--- src/rtl/encoder_detent_accelerator_macros.svh ---
// Assertion macros used by the encoder detent accelerator top level.
`ifndef ENCODER_DETENT_ACCELERATOR_MACROS_SVH
`define ENCODER_DETENT_ACCELERATOR_MACROS_SVH
`ifndef SYNTHESIS
// Same-cycle implication, disabled while reset is asserted.
`define EDA_ASSERT_IMPLIES(label, clk, rstn, ante, cons) \
    label: assert property (@(posedge clk) disable iff (!(rstn)) (ante) |-> (cons)) \
        else $error("encoder detent accelerator: same-cycle check failed");
// Next-cycle implication, disabled while reset is asserted.
`define EDA_ASSERT_NEXT(label, clk, rstn, ante, cons) \
    label: assert property (@(posedge clk) disable iff (!(rstn)) (ante) |=> (cons)) \
        else $error("encoder detent accelerator: next-cycle check failed");
`else
`define EDA_ASSERT_IMPLIES(label, clk, rstn, ante, cons)
`define EDA_ASSERT_NEXT(label, clk, rstn, ante, cons)
`endif
`endif

--- src/rtl/eda_pkg.sv ---
// Types, register codes and reset values for the encoder detent accelerator.
package eda_pkg;

    localparam int CHANNELS_DEFAULT = 4;
    localparam int CFG_INDEX_W      = 3;
    localparam int CFG_DATA_W       = 16;

    localparam logic KIND_STEP  = 1'b0;
    localparam logic KIND_CLEAR = 1'b1;

    localparam logic [1:0] CH_DIRECT   = 2'd1;
    localparam logic [1:0] CH_DEC_ONLY = 2'd2;

    typedef enum logic [CFG_INDEX_W-1:0] {
        REG_STEP_WINDOW  = 3'd0,
        REG_FAST_WINDOW  = 3'd1,
        REG_PLAIN_DETENT = 3'd2,
        REG_FAST_DETENT  = 3'd3,
        REG_RUN_FACTOR   = 3'd4,
        REG_TOP_FACTOR   = 3'd5,
        REG_STROKE_REV   = 3'd6
    } cfg_reg_t;

    typedef struct packed {
        logic               kind;
        logic [1:0]         channel;
        logic signed [7:0]  steps;
        logic [31:0]        now_ms;
    } in_item_t;

    typedef struct packed {
        logic [1:0]         out_channel;
        logic signed [11:0] adjustment;
        logic               top_active;
    } out_item_t;

    typedef struct packed {
        logic [15:0] step_window_ms;
        logic [15:0] fast_window_ms;
        logic [7:0]  plain_detents;
        logic [7:0]  fast_detents;
        logic [3:0]  run_factor;
        logic [3:0]  top_factor;
        logic        stroke_reversed;
    } cfg_t;

    typedef struct packed {
        logic [8:0]  run_count;
        logic [7:0]  fast_count;
        logic [31:0] last_time;
        logic        last_negative;
        logic        has_previous;
    } chan_state_t;

    localparam cfg_t CFG_RESET = '{
        step_window_ms:  16'd150,
        fast_window_ms:  16'd60,
        plain_detents:   8'd2,
        fast_detents:    8'd6,
        run_factor:      4'd2,
        top_factor:      4'd4,
        stroke_reversed: 1'b0
    };

endpackage

--- src/rtl/eda_accel.sv ---
// Per-item acceleration datapath: result and next channel state from one item.
module eda_accel (
    input  eda_pkg::in_item_t    item,
    input  eda_pkg::cfg_t        cfg,
    input  eda_pkg::chan_state_t cur,
    input  logic                 has_state,
    output eda_pkg::out_item_t   result,
    output logic                 upd,
    output eda_pkg::chan_state_t nxt
);
    import eda_pkg::*;

    logic               neg;
    logic [7:0]         mag;
    logic               same;
    logic [31:0]        gap;
    logic               cont_run;
    logic               cont_fast;
    logic               allowed;
    logic [8:0]         prev;
    logic [8:0]         seq_end;
    logic [8:0]         fast_seq;
    logic [8:0]         plain_ext;
    logic [8:0]         plain_p1;
    logic [8:0]         fast_ext;
    logic [8:0]         start;
    logic [8:0]         cont_wide;
    logic [7:0]         cont;
    logic               top;
    logic [3:0]         factor;
    logic [11:0]        prod;
    logic [11:0]        amag;
    logic [11:0]        accel_adj;
    logic signed [11:0] steps_ext;
    logic               is_zero;

    assign neg       = item.steps[7];
    assign mag       = neg ? 8'(-item.steps) : 8'(item.steps);
    assign steps_ext = 12'(item.steps);
    assign is_zero   = (item.steps == 8'sd0);

    assign same      = cur.has_previous && (cur.last_negative == neg);
    assign gap       = item.now_ms - cur.last_time;
    assign cont_run  = same && (gap <= 32'(cfg.step_window_ms));
    assign cont_fast = same && (gap <= 32'(cfg.fast_window_ms));
    assign allowed   = (item.channel != CH_DEC_ONLY) || neg;

    assign plain_ext = 9'(cfg.plain_detents);
    assign plain_p1  = plain_ext + 9'd1;
    assign fast_ext  = 9'(cfg.fast_detents);
    assign prev      = cont_run ? cur.run_count : 9'd0;
    assign seq_end   = prev + 9'(mag);
    assign fast_seq  = (cont_fast ? 9'(cur.fast_count) : 9'd0) + 9'(mag);

    // Detents already counted in the run, or the plain allowance, whichever is larger.
    assign start     = (prev > plain_ext) ? prev : plain_ext;
    assign cont_wide = (allowed && seq_end > plain_ext) ? (seq_end - start) : 9'd0;
    assign cont      = cont_wide[7:0];
    assign top       = allowed && (fast_seq >= fast_ext);

    // Plain detents pass once, continuous ones are scaled by the active factor.
    assign factor    = top ? cfg.top_factor : cfg.run_factor;
    assign prod      = 12'(cont) * 12'(factor);
    assign amag      = 12'(mag - cont) + prod;
    assign accel_adj = neg ? 12'(~amag + 12'd1) : amag;

    assign upd = (item.kind == KIND_STEP) && !is_zero && (item.channel != CH_DIRECT) && has_state;

    always_comb begin
        nxt.run_count     = (seq_end > plain_p1) ? plain_p1 : seq_end;
        nxt.fast_count    = (fast_seq > fast_ext) ? cfg.fast_detents : fast_seq[7:0];
        nxt.last_time     = item.now_ms;
        nxt.last_negative = neg;
        nxt.has_previous  = 1'b1;
    end

    always_comb begin
        result.out_channel = item.channel;
        result.adjustment  = 12'sd0;
        result.top_active  = 1'b0;
        if (item.kind == KIND_CLEAR || is_zero) begin
            result.adjustment = 12'sd0;
        end else if (item.channel == CH_DIRECT) begin
            result.adjustment = cfg.stroke_reversed ? steps_ext : -steps_ext;
        end else if (!has_state) begin
            result.adjustment = steps_ext;
        end else begin
            result.adjustment = accel_adj;
            result.top_active = top;
        end
    end

endmodule

--- src/rtl/encoder_detent_accelerator.sv ---
// Top level of the rotary encoder detent accelerator.
// Usage:
//   Items enter on the s_ channel (valid/ready) as an in_item_t: a step with
//   channel, signed detents and a millisecond timestamp, or a clear of all
//   channel history. Every item yields exactly one out_item_t on the m_
//   channel, in order.
//   Configuration registers are written through cfg_valid/cfg_index/cfg_data;
//   cfg_ready is always high, and writes are meant for when the block is idle.
//   An accepted item is held in the input register; when the output can advance,
//   its result loads into the result register and is offered on the m_ channel.
//   Throughput: one item per cycle while the receiver does not stall; the
//   channel state is updated as the result is registered.
//   Reset (aresetn low at a clock edge) empties both stages, clears all
//   channel history and loads the default register values.
//   When the receiver stalls, the result register holds its transfer and the
//   input register still takes one more item; after that s_ready drops until
//   m_ready returns.
`include "encoder_detent_accelerator_macros.svh"
module encoder_detent_accelerator #(
    parameter int CHANNELS = eda_pkg::CHANNELS_DEFAULT
) (
    input  logic                            aclk,
    input  logic                            aresetn,
    input  logic                            s_valid,
    output logic                            s_ready,
    input  eda_pkg::in_item_t               s_data,
    output logic                            m_valid,
    input  logic                            m_ready,
    output eda_pkg::out_item_t              m_data,
    input  logic                            cfg_valid,
    output logic                            cfg_ready,
    input  logic [eda_pkg::CFG_INDEX_W-1:0] cfg_index,
    input  logic [eda_pkg::CFG_DATA_W-1:0]  cfg_data
);
    import eda_pkg::*;

    cfg_t        cfg_reg;
    logic        in_valid_reg;
    in_item_t    in_reg;
    logic        out_valid_reg;
    out_item_t   out_reg;
    chan_state_t state_reg  [CHANNELS];
    chan_state_t state_next [CHANNELS];

    chan_state_t cur_state;
    chan_state_t upd_state;
    out_item_t   result;
    logic        upd;
    logic        has_state;
    logic        advance;
    logic        fire;
    logic        any_prev;

    assign advance   = !out_valid_reg || m_ready;
    assign fire      = advance && in_valid_reg;
    assign s_ready   = !in_valid_reg || advance;
    assign m_valid   = out_valid_reg;
    assign m_data    = out_reg;
    assign cfg_ready = 1'b1;
    assign has_state = int'(in_reg.channel) < CHANNELS;

    always_comb begin
        cur_state = '0;
        for (int i = 0; i < CHANNELS; i++) begin
            if (int'(in_reg.channel) == i) begin
                cur_state = state_reg[i];
            end
        end
    end

    always_comb begin
        any_prev = 1'b0;
        for (int i = 0; i < CHANNELS; i++) begin
            any_prev = any_prev | state_reg[i].has_previous;
        end
    end

    eda_accel u_accel (
        .item      (in_reg),
        .cfg       (cfg_reg),
        .cur       (cur_state),
        .has_state (has_state),
        .result    (result),
        .upd       (upd),
        .nxt       (upd_state)
    );

    always_comb begin
        for (int i = 0; i < CHANNELS; i++) begin
            state_next[i] = state_reg[i];
            if (fire) begin
                if (in_reg.kind == KIND_CLEAR) begin
                    state_next[i] = '0;
                end else if (upd && int'(in_reg.channel) == i) begin
                    state_next[i] = upd_state;
                end
            end
        end
    end

    always_ff @(posedge aclk) begin
        if (!aresetn) begin
            in_valid_reg  <= 1'b0;
            out_valid_reg <= 1'b0;
            cfg_reg       <= CFG_RESET;
            for (int i = 0; i < CHANNELS; i++) begin
                state_reg[i] <= '0;
            end
        end else begin
            if (s_ready) begin
                in_valid_reg <= s_valid;
            end
            if (advance) begin
                out_valid_reg <= in_valid_reg;
            end
            for (int i = 0; i < CHANNELS; i++) begin
                state_reg[i] <= state_next[i];
            end
            if (cfg_valid && cfg_ready) begin
                case (cfg_index)
                    REG_STEP_WINDOW:  cfg_reg.step_window_ms  <= cfg_data;
                    REG_FAST_WINDOW:  cfg_reg.fast_window_ms  <= cfg_data;
                    REG_PLAIN_DETENT: cfg_reg.plain_detents   <= cfg_data[7:0];
                    REG_FAST_DETENT:  cfg_reg.fast_detents    <= cfg_data[7:0];
                    REG_RUN_FACTOR:   cfg_reg.run_factor      <= cfg_data[3:0];
                    REG_TOP_FACTOR:   cfg_reg.top_factor      <= cfg_data[3:0];
                    REG_STROKE_REV:   cfg_reg.stroke_reversed <= cfg_data[0];
                    default: begin
                    end
                endcase
            end
        end
    end

    // Payload stages carry no reset; their valid flags qualify them.
    always_ff @(posedge aclk) begin
        if (s_valid && s_ready) begin
            in_reg <= s_data;
        end
        if (fire) begin
            out_reg <= result;
        end
    end

    `EDA_ASSERT_IMPLIES(a_full_stall_blocks_input, aclk, aresetn, in_valid_reg && out_valid_reg && !m_ready, !s_ready)
    `EDA_ASSERT_NEXT(a_fire_loads_result, aclk, aresetn, fire, m_valid)
    `EDA_ASSERT_NEXT(a_clear_empties_history, aclk, aresetn, fire && in_reg.kind == KIND_CLEAR, !any_prev)

endmodule
--- config.mk ---
export PLATFORM = sky130hd
export DESIGN_NAME = encoder_detent_accelerator
export DESIGN_NICKNAME = d
export VERILOG_FILES = /design/src/rtl/eda_pkg.sv /design/src/rtl/eda_accel.sv /design/src/rtl/encoder_detent_accelerator.sv
export VERILOG_INCLUDE_DIRS = /design/src /design/src/rtl
export SDC_FILE = /design/constraint.sdc
export NUM_CORES = 1
export LEC_CHECK = 0
export ABC_AREA = 0
export BUFFER_PORTS_ARGS = -buffer_cell sky130_fd_sc_hd__buf_2
export CAP_MARGIN = 40
export CELL_PAD_IN_SITES_DETAIL_PLACEMENT = 1
export CELL_PAD_IN_SITES_GLOBAL_PLACEMENT = 2
export CORE_ASPECT_RATIO = 1.1
export CORE_MARGIN = 2
export CORE_UTILIZATION = 44
export DETAILED_ROUTE_END_ITERATION = 7
export PLACE_DENSITY_LB_ADDON = 0.1
export SLEW_MARGIN = 10
export SYNTH_ARGS = -nofsm -noshare
export SYNTH_HDL_FRONTEND = slang
export SYNTH_HIERARCHICAL = 1
export SYNTH_SLANG_ARGS = --single-unit
--- constraint.sdc ---
create_clock -name aclk -period 22.9 [get_ports aclk]
set_clock_uncertainty 0.15 [all_clocks]
set_input_delay 3.435 -clock aclk [delete_from_list [all_inputs] [get_ports aclk]]
set_output_delay 3.435 -clock aclk [all_outputs]
set_load 0.05 [all_outputs]
==> qor.csv, run 1 <==
stage,metric,value,unit
placement,io_buffers,83,
power_and_ir_drop,p_int,1.10,mW
layout,largest_reg_flops,204,
route,ant_nets,0,
cts,clkLatencyLatePin,540,ps
grt,antenna_found_initial,1,
route,drc_errors,0,
sta,clock.fmax,71.5,MHz
sta,period_share,61.0,%
power_and_ir_drop,ir_worst_vdd,0.0644,mV
job,maxCapViolCount,0,
logic_synthesis,synth_top_area_share,26.4,%
worst_setup_path,required,23000,ps
grt,grt_pass1_wl,94.2,mm
power_and_ir_drop,p_switching,0.512,mW
worst_setup_path,slowest_stage,buf_4,
min_path,holdPathStages,1,
floorplanning,fp.dieW,207,um
sta,hold_viol,0,
sta,tightestPinTransition,887,ps
sta,setup-violations-final,0,
sta,fin_crit,13980,ps
logic_synthesis,ys_warn_count,6,
cts,path_clk_slew,60,ps
power_and_ir_drop,p_leak,8.32,nW
logic_synthesis,yosysMostFrequentCell,dfxtp_1,
power_and_ir_drop,power-per-cell-area,74.3,mW/mm^2
logic_synthesis,synth_seq_cells,321,
worst_setup_path,crit_arrival,14080,ps
worst_setup_path,cp-start-kind,flop,
power_and_ir_drop,p_comb_share,26.8,%
layout,fin_nets,2286,
cts,post_cts_resized,0,
layout,n_fill_cell,5008,
grt,grt-ovfl-total,0,
floorplanning,dieArea,0.0470,mm^2
min_path,min_to,state_reg[2][12],
grt,grt_max_degree,90,
logic_synthesis,synth_common_cells,"dfxtp_1, a32o_1, nand2_1, inv_1, ha_1",
run_status,status,"complete, no violations",
worst_setup_path,cp_max_fo,49,
logic_synthesis,synth_cell_types,87,
layout,area_growth_syn_to_layout,8.69,%
cts,cts.sinks,321,
power_and_ir_drop,sw_frac_of_total,31.9,%
worst_setup_path,path_common_cell,o21a_1,
sta,grt_setup_unrepaired,no,
placement,dp_hpwl,42.8,mm
route,first_pass_iters,5,
logic_synthesis,yosysSeqAreaShare,35.2,%
layout,drive_above_1_share,12.6,%
logic_synthesis,yosys.area.top_type,dfxtp_1,
cts,clock-root-buffer,clkbuf_16,
floorplanning,core-area,0.0446,mm^2
min_path,hold_start,state_reg[2][12],
cts,cts_setup_buffers,0,
logic_synthesis,async_flop_share,0,%
sta,maxSlewHeadroom,40.9,%
layout,insertedDiodeCount,0,
logic_synthesis,yosys-top-cells-area,"dfxtp_1, a32o_1, ha_1",
worst_setup_path,crit_path_end_kind,flop,
worst_setup_path,r2r_end,m_data[12],
route,num_vias,16000,
grt,first_global_vias,16900,
logic_synthesis,synth_edf_count,58,
sta,tns,0,ps
layout,fin_util,48.5,%
power_and_ir_drop,clock_power_share,36.0,%
power_and_ir_drop,power_frac_seq,37.3,%
cts,cts_hold_buf,0,
cts,cts_max_path_buffers,3,
placement,place_congestion,0.879,
worst_setup_path,reg2reg_from,in_reg[41],
cts,cts_tree,yes,
logic_synthesis,syn_avg_cell_area,9.70,um^2
grt,grt_usage,25.7,%
route,wl_per_cell,22.5,um
worst_setup_path,critPathMaxStageDelay,730,ps
worst_setup_path,crit_type,flop to flop,
logic_synthesis,syn_area,0.0199,mm^2
route,drt_wl_total,59.8,mm
logic_synthesis,synthFlopType,dfxtp_1,
cts,numCtsBuffers,36,
route,drt_iter0_markers,743,
sta,holdWs,312,ps
cts,cts_max_level,2,
sta,finalMaxSlewViolations,0,
logic_synthesis,synthCells,2053,
route,vias_per_cell,6.03,
floorplanning,start_util,44.7,%
min_path,hold_path.class,flop to flop,
worst_setup_path,ff2ff_setup_slack,8920,ps
floorplanning,die_y,227,um
worst_setup_path,r2r_cells,56,
floorplanning,ioPinCount,85,
floorplanning,rows,81,
-- cells by family (layout without fill, tap and decap cells) --
logic type | Yosys count | count (layout) | share of synthesized area, %
DFF | 321 | 321 | 35.2
buffers and inverters | 323 | 343 | 7.70
muxes | 76 | 76 | 7.05
and+or+nand+nor | 514 | 514 | 12.9
AOI/OAI and AO/OA | 569 | 569 | 22.0
adders and majority gates | 173 | 173 | 11.9
xor gates and xnor gates | 75 | 75 | 3.30
other | 2 | 3 | 0.0377
-- worst max-delay path, delay by kind of cell, from the launching register on --
kind	cells	cell delay, ps
compound gates	24	4540
flops	1	690
simple gates	12	2400
mux	2	540
fa+ha+maj	10	3730
xor+xnor	3	480
buf+inv	5	1130
-- per-layer routing --
metal	vias up	part of all wire (%)	global-route usage, %
li1	7528	-	-
met4	2	2.2	6.68
met1	8139	42	31.4
met5	-	0.028	0
met2	256	52	48.0
met3	76	3.0	2.55
-- worst max path at each step --
stage / end / slack [ps] / cells past startpoint / startpoint
after floorplan: m_data[12] / 10480 / 56 / in_reg[40]
after global placement: m_data[12] / 8700 / 55 / in_reg[41]
after detailed placement: m_data[12] / 8950 / 56 / in_reg[41]
after CTS: m_data[12] / 8880 / 56 / in_reg[41]
after global routing: m_data[12] / 7710 / 57 / in_reg[41]
final: m_data[12] / 8920 / 56 / in_reg[41]
-- layout by cell type (no fill, tap or decap), types with 21 or more instances in the layout --
| master | instances |
|---|---|
| mux4_2 | 51 |
| mux2i_1 | 21 |
| clkbuf_16 | 38 |
| edfxtp_1 | 58 |
| nand3_1 | 33 |
| a32o_1 | 204 |
| fa_1 | 26 |
| a21o_1 | 33 |
| ha_1 | 147 |
| buf_4 | 22 |
| a21oi_1 | 98 |
| nor2_1 | 102 |
| inv_1 | 166 |
| a21boi_0 | 43 |
| nand2b_1 | 27 |
| xnor2_1 | 55 |
| o21a_1 | 26 |
| nand2_1 | 185 |
| nand4_1 | 26 |
| dfxtp_1 | 263 |
| nor2b_1 | 29 |
| buf_2 | 84 |
| o21ai_0 | 70 |
-- through the flow --
step / total power [mW] / cell area (um^2) / std cells / setup slack (ps)
3_3_place_gp: 1.04 / 20400 / 2584 / 8700
2_1_floorplan: 0.929 / 19900 / 2054 / 10480
5_1_grt: 1.70 / 21600 / 2655 / 7710
3_5_place_dp: 1.04 / 20400 / 2588 / 8950
4_1_cts: 1.63 / 21600 / 2654 / 8880
6_report: 1.61 / 21600 / 2655 / 8920
-- area by class of cell --
| cell class | instances | area, um^2 | share of cell area, % |
|---|---|---|---|
| Sequential cell | 321 | 7010 | 32.4 |
| Tap cell | 581 | 727 | 3.36 |
| Inverter | 167 | 627 | 2.90 |
| Clock inverter | 13 | 123 | 0.567 |
| Clock buffer | 53 | 1060 | 4.88 |
| Multi-Input combinational cell | 1410 | 11400 | 52.8 |
| Timing Repair Buffer | 110 | 683 | 3.16 |
-- power groups by stage --
stage	Sequential [mW]	Combinational, mW	Clock [mW]
2_1_floorplan	0.615	0.314	0
3_3_place_gp	0.611	0.427	0
3_5_place_dp	0.612	0.433	0
4_1_cts	0.599	0.436	0.594
5_1_grt	0.601	0.486	0.616
6_report	0.599	0.431	0.578
Note: power is estimated with default switching activity, not from simulation.
==> inputs of run 2 (changes only) <==
Settings changed: ABC_AREA 0 to 1, CORE_UTILIZATION 44 to 32.
Clock period 22.9 ns to 11.28 ns, I/O delays scaled along.
==> qor.csv, run 2 <==
stage,metric,value,unit,change
run_status,status,"complete, no violations",,unchanged
power_and_ir_drop,p_switching,1.49,mW,was 0.512 mW
logic_synthesis,synth_cell_types,58,,was 87
route,drt_wl_total,85.1,mm,was 59.8 mm
power_and_ir_drop,finalPower,3.99,mW,was 1.61 mW
sta,maxSlewHeadroom,32.4,%,was 40.9%
logic_synthesis,syn_avg_cell_area,6.64,um^2,was 9.70 um^2
sta,fin_crit,10690,ps,"was 13,980 ps"
worst_setup_path,crit_arrival,10870,ps,"was 14,080 ps"
grt,grt_pass1_wl,129,mm,was 94.2 mm
logic_synthesis,synth_edf_count,58,,unchanged
sta,finalMaxSlewViolations,0,,unchanged
grt,grt_usage,23.8,%,was 25.7%
logic_synthesis,async_flop_share,0,%,unchanged
worst_setup_path,reg2reg_from,in_reg[41],,unchanged
worst_setup_path,path_common_cell,nand2_2,,was o21a_1
worst_setup_path,crit_end,m_data[9],,was m_data[12]
worst_setup_path,critPathMaxStageDelay,520,ps,was 730 ps
placement,place_area,0.0235,mm^2,was 0.0204 mm^2
cts,clkLatencyLatePin,590,ps,was 540 ps
grt,grt-ovfl-total,0,,unchanged
worst_setup_path,crit_start,in_reg[41],,unchanged
worst_setup_path,cp-start-kind,flop,,unchanged
worst_setup_path,cp_max_fo,8,,was 49
placement,place_congestion,0.887,,was 0.879
layout,area_growth_syn_to_layout,18.8,%,was 8.69%
layout,fin_nets,3648,,"was 2,286"
logic_synthesis,synth_seq_cells,321,,unchanged
worst_setup_path,crit_path_end_kind,flop,,unchanged
route,drt_iter0_markers,944,,was 743
logic_synthesis,yosys-top-cells-area,"dfxtp_1, nand2_1, ha_1",,"was dfxtp_1, a32o_1, ha_1"
route,num_vias,21400,,"was 16,000"
placement,io_buffers,83,,unchanged
worst_setup_path,slowest_stage,fa_1,,was buf_4
cts,cts_max_level,2,,unchanged
placement,dp_hpwl,62.3,mm,was 42.8 mm
cts,cts_tree,yes,,unchanged
layout,insertedDiodeCount,0,,unchanged
route,first_pass_iters,5,,unchanged
grt,grtUsageMet3,2.49,%,was 2.55%
floorplanning,fp.dieW,253,um,was 207 um
power_and_ir_drop,clock_power_share,32.5,%,was 36.0%
floorplanning,start_util,32.3,%,was 44.7%
grt,grtUsageMet2,44.7,%,was 48.0%
sta,tightestPinTransition,1000,ps,was 887 ps
sta,holdWs,310,ps,was 312 ps
cts,cts_hold_buf,0,,unchanged
grt,grt.met1_usage,27.4,%,was 31.4%
layout,largest_reg_flops,204,,unchanged
floorplanning,dieArea,0.0704,mm^2,was 0.0470 mm^2
logic_synthesis,yosysMostFrequentCell,nand2_1,,was dfxtp_1
logic_synthesis,syn_area,0.0219,mm^2,was 0.0199 mm^2
cts,numCtsBuffers,42,,was 36
route,wl_per_cell,19.5,um,was 22.5 um
logic_synthesis,synth_top_area_share,24.1,%,was 26.4%
floorplanning,die_y,278,um,was 227 um
worst_setup_path,ff2ff_setup_slack,590,ps,was 8920 ps
route,ant_nets,0,,unchanged
min_path,hold_path.class,flop to flop,,unchanged
layout,final_cell_mix,"nand2_1, inv_1, nor2_1",,"was dfxtp_1, a32o_1, nand2_1"
layout,n_fill_cell,8590,,"was 5,008"
power_and_ir_drop,p_comb_share,35.8,%,was 26.8%
floorplanning,rows,100,,was 81
layout,drive_above_1_share,15.0,%,was 12.6%
layout,final_common_cell,nand2_1,,was dfxtp_1
layout,final_cells,4358,,"was 2,655"
grt,grt_max_degree,201,,was 90
logic_synthesis,ys_warn_count,6,,unchanged
worst_setup_path,r2r_end,m_data[9],,was m_data[12]
power_and_ir_drop,p_int,2.50,mW,was 1.10 mW
sta,tns,0,ps,unchanged
worst_setup_path,r2r_cells,62,,was 56
cts,path_clk_slew,60,ps,about the same
power_and_ir_drop,power_frac_seq,31.7,%,was 37.3%
placement,dp_cells,4236,,"was 2,588"
worst_setup_path,crit_type,flop to flop,,unchanged
floorplanning,core-area,0.0677,mm^2,was 0.0446 mm^2
grt,first_global_vias,22400,,"was 16,900"
grt,antenna_found_initial,1,,unchanged
logic_synthesis,synth_common_cells,"nand2_1, inv_1, nor2_1, dfxtp_1, nand3_1",,"was dfxtp_1, a32o_1, nand2_1, inv_1, ha_1"
cts,cts.sinks,321,,unchanged
power_and_ir_drop,p_leak,12.2,nW,was 8.32 nW
logic_synthesis,synthCells,3294,,"was 2,053"
route,vias_per_cell,4.91,,was 6.03
route,drc_errors,0,,unchanged
sta,clock.fmax,93.6,MHz,was 71.5 MHz
power_and_ir_drop,ir_worst_vdd,0.0964,mV,was 0.0644 mV
cts,clock-root-buffer,clkbuf_16,,unchanged
logic_synthesis,yosysSeqAreaShare,32.0,%,was 35.2%
logic_synthesis,synthFlopType,dfxtp_1,,unchanged
worst_setup_path,critical_path.top_delay_family,adder cells,,was compound AO/OA/AOI/OAI gates
worst_setup_path,path_buf_inv,16,,was 5
logic_synthesis,yosys.area.top_type,dfxtp_1,,unchanged
sta,hold_viol,0,,unchanged
power_and_ir_drop,sw_frac_of_total,37.4,%,was 31.9%
layout,final_area,0.0260,mm^2,was 0.0216 mm^2
worst_setup_path,required,11460,ps,"was 23,000 ps"
job,maxCapViolCount,0,,unchanged
worst_setup_path,worst-path-stages,62,,was 56
sta,period_share,94.8,%,was 61.0%
sta,setup-violations-final,0,,unchanged
floorplanning,ioPinCount,85,,unchanged
grt,top_usage_layer,met2,,unchanged
cts,cts_max_path_buffers,3,,unchanged
power_and_ir_drop,power-per-cell-area,153,mW/mm^2,was 74.3 mW/mm^2
[run 2: cell types whose count changed in the layout (fill, tap and decap cells not counted), sizes merged, moves of 38 or more]
cell and change:
inv +276, a21oi +152, xnor2 -39, nor2 +331, mux4 -51, nand2 +733
buf +124, a32o -204, a21boi -43, nand3 +230, o21ai +38
[run 2: worst min path at each step]
stage,depth (start not counted),to,slack (ps),startpoint
after floorplan,2,cfg_reg[3],280,cfg_reg[3]
final,2,cfg_reg[42],310,cfg_reg[42]
after detailed placement,2,cfg_reg[42],300,cfg_reg[42]
after global routing,2,state_reg[1][30],330,state_reg[1][30]
after global placement,2,cfg_reg[6],290,cfg_reg[6]
after CTS,2,state_reg[2][38],310,state_reg[2][38]
[run 2: logic make-up (layout without fill, tap and decap cells)]
family	count (synthesis)	count (layout)	synth area share (%)
fa+ha+maj	173	173	10.8
simple gates	1705	1705	32.6
other cells	2	7	0.0343
xor+xnor	58	58	2.36
mux	1	1	0.0458
compound gates	416	416	10.3
flops	321	321	32.0
buf+inv	618	759	11.9
[run 2: metal layers]
| metal | up-vias | part of all wire [%] |
|---|---|---|
| met4 | 0 | 3.6 |
| met1 | 10300 | 42 |
| li1 | 10600 | - |
| met5 | - | 0 |
| met3 | 126 | 2.5 |
| met2 | 292 | 52 |
[run 2: area by class of cell]
cell class / instances / area [um^2] / area share, %
multi-input combinational: 2360 / 13100 / 50.4
sequential: 321 / 7010 / 27.0
timing repair buffer: 237 / 1770 / 6.82
inverter: 446 / 1680 / 6.46
tap: 918 / 1150 / 4.42
clock buffer: 57 / 1140 / 4.38
clock inverter: 19 / 158 / 0.607
[run 2: through the flow]
stage	util, %	setup WS, ps
after detailed placement	34.7	-509
after CTS	36.8	4.33
after floorplan	-	604
after global routing	38.4	-110
after global placement	34.5	-402
final	38.4	591
[run 2: repair_timing]
action                     4_1_cts  5_1_grt
cloned                           0        3
buffers inserted                 7       38
pin swaps                        2       73
resized for setup               23      180
setup endpoints to repair        6        8
[run 2: worst min-delay path, cell delays in order (launching register included)]
cell and delay, ps:
dfxtp_1 320, nand2_1 50, nand3_1 50
[run 2: power groups by stage]
stage                     clock (mW)  combinational [mW]  sequential, mW
after detailed placement           0                1.27            1.29
after global placement             0                1.24            1.29
after floorplan                    0               0.828            1.29
final                           1.30                1.43            1.26
after CTS                       1.34                1.30            1.26
after global routing            1.38                1.60            1.27
==> inputs of run 3 (changes only) <==
Settings changed: ABC_AREA 1 to not set, CORE_UTILIZATION 32 to 37.
==> qor.csv, run 3 (synthesis gave the netlist of run 1 again) <==
stage,metric,value,unit,change
floorplanning,start_util,37.3,%,was 32.3%
placement,place_ws,-750,ps,was -509 ps
worst_setup_path,critPathMaxStageDelay,560,ps,was 520 ps
route,num_vias,17300,,"was 21,400"
cts,clock-root-buffer,clkbuf_16,,unchanged
run_status,violations,setup timing,,
min_path,hold_start,state_reg[2][40],,was cfg_reg[42]
grt,grt_pass1_wl,104,mm,was 129 mm
worst_setup_path,slowest_stage,or4_4,,was fa_1
worst_setup_path,path_common_cell,o21a_1,,was nand2_2
sta,tightestPinTransition,862,ps,was 1000 ps
power_and_ir_drop,p_leak,10.3,nW,was 12.2 nW
placement,dp_hpwl,47.2,mm,was 62.3 mm
layout,n_fill_cell,5916,,"was 8,590"
layout,final_cell_mix,"buf_4, dfxtp_1, a32o_1",,"was nand2_1, inv_1, nor2_1"
grt,antenna_found_initial,0,,was 1
sta,fin_crit,11280,ps,"was 10,690 ps"
cts,clkLatencyLatePin,570,ps,was 590 ps
route,wl_per_cell,21.7,um,was 19.5 um
run_status,status,finished with violations,,"was complete, no violations"
layout,fin_nets,2626,,"was 3,648"
worst_setup_path,cp-start-kind,flop,,unchanged
layout,largest_reg_flops,204,,unchanged
route,drt_wl_total,67.1,mm,was 85.1 mm
floorplanning,fp.dieW,225,um,was 253 um
sta,fin_ws,-3.13,ps,was 591 ps
worst_setup_path,crit_start,in_reg[40],,was in_reg[41]
layout,final_cells,3097,,"was 4,358"
layout,area_growth_syn_to_layout,30.0,%,was 18.8%
min_path,hold_path.class,flop to flop,,unchanged
placement,io_buffers,83,,unchanged
cts,path_clk_slew,70,ps,was 60 ps
power_and_ir_drop,power-per-cell-area,150,mW/mm^2,was 153 mW/mm^2
worst_setup_path,crit_arrival,11420,ps,"was 10,870 ps"
route,vias_per_cell,5.57,,was 4.91
sta,setup-violations-final,1,,was 0
cts,numCtsBuffers,37,,was 42
grt,first_global_vias,18400,,"was 22,400"
route,first_pass_iters,7,,was 5
placement,place_congestion,0.874,,was 0.887
worst_setup_path,crit_path_end_kind,flop,,unchanged
worst_setup_path,required,11420,ps,"was 11,460 ps"
layout,insertedDiodeCount,0,,unchanged
floorplanning,ioPinCount,85,,unchanged
sta,clock.fmax,88.6,MHz,was 93.6 MHz
floorplanning,dieArea,0.0557,mm^2,was 0.0704 mm^2
job,maxCapViolCount,0,,unchanged
route,drt_iter0_markers,689,,was 944
cts,cts_hold_buf,0,,unchanged
sta,grt_setup_unrepaired,yes,,
grt,grt-ovfl-total,0,,unchanged
sta,tns,-3.13,ps,was 0 ps
cts,cts_max_level,2,,unchanged
worst_setup_path,crit_type,flop to flop,,unchanged
cts,cts_max_path_buffers,3,,unchanged
power_and_ir_drop,ir_worst_vdd,0.168,mV,was 0.0964 mV
sta,finalMaxSlewViolations,0,,unchanged
worst_setup_path,reg2reg_from,in_reg[40],,was in_reg[41]
sta,period_share,100,%,was 94.8%
floorplanning,die_y,247,um,was 278 um
layout,final_common_cell,buf_4,,was nand2_1
route,ant_nets,0,,unchanged
sta,hold_viol,0,,unchanged
grt,grt_usage,23.9,%,was 23.8%
grt,grt_max_degree,89,,was 201
floorplanning,core-area,0.0535,mm^2,was 0.0677 mm^2
floorplanning,rows,89,,was 100
placement,dp_cells,2967,,"was 4,236"
worst_setup_path,cp_max_fo,6,,was 8
route,drc_errors,0,,unchanged
cts,cts.sinks,321,,unchanged
layout,drive_above_1_share,33.8,%,was 15.0%
sta,maxSlewHeadroom,42.5,%,was 32.4%
cts,cts_tree,yes,,unchanged
[run 3: final timing paths]
| path | endpoint | slack, ps | depth (start not counted) |
|---|---|---|---|
| worst min register to register | state_reg[2][40] | 310 | 1 |
| worst max-delay path | m_data[12] | -3 | 50 |
| worst max register to register | m_data[12] | -3 | 50 |
| worst min-delay path | state_reg[2][40] | 310 | 1 |
[run 3: routing by layer]
layer / share of wire (%) / global-route usage [%] / wire [um] / vias to the layer above
met5: 0 / 0 / 0 / -
met4: 2.5 / 6.21 / 1680 / 0
met3: 2.2 / 2.35 / 1490 / 95
met1: 42 / 28.4 / 28300 / 8741
met2: 53 / 45.7 / 35600 / 227
li1: - / - / - / 8201
[run 3: power by group]
| part | switching (mW) | leakage (nW) | internal (mW) |
|---|---|---|---|
| clock | 0.501 | 0.598 | 0.707 |
| combinational | 0.743 | 7.03 | 0.703 |
| sequential | 0.0229 | 2.68 | 1.19 |
[run 3: worst max-delay path, delay by kind of cell (launching register included)]
kind                     cells  cell delay, ps
AO/OA/AOI/OAI               16            2700
XOR/XNOR                     2             240
adder cells (fa/ha/maj)      8            2880
buffers and inverters        9            1000
flip-flops                   1             390
multiplexers                 2             570
AND/OR/NAND/NOR             13            3100
[run 3: final cells by class]
cell class	instances	area, um^2	area share [%]
clock buffer	57	1110	4.30
clock inverter	11	96.3	0.372
inverter	167	629	2.43
multi-input combinational	1410	12800	49.5
sequential	321	7010	27.1
tap	682	853	3.30
timing repair buffer	449	3380	13.1
[run 3: timing repair]
item                       4_1_cts  5_1_grt
resized for setup              169      125
pin swaps                       92      111
cloned                           3        1
setup endpoints to repair        7        8
setup buffers                   42       19
[run 3: through the flow]
step / power, mW / hold WS (ps) / util [%] / cell area [um^2]
2_1_floorplan: 1.91 / 285 / - / 20000
6_report: 3.87 / 311 / 48.4 / 25900
3_5_place_dp: 2.35 / 298 / 42.6 / 22800
4_1_cts: 3.74 / 314 / 47.1 / 25200
5_1_grt: 4.09 / 321 / 48.4 / 25900
3_3_place_gp: 2.33 / 291 / 42.5 / 22700
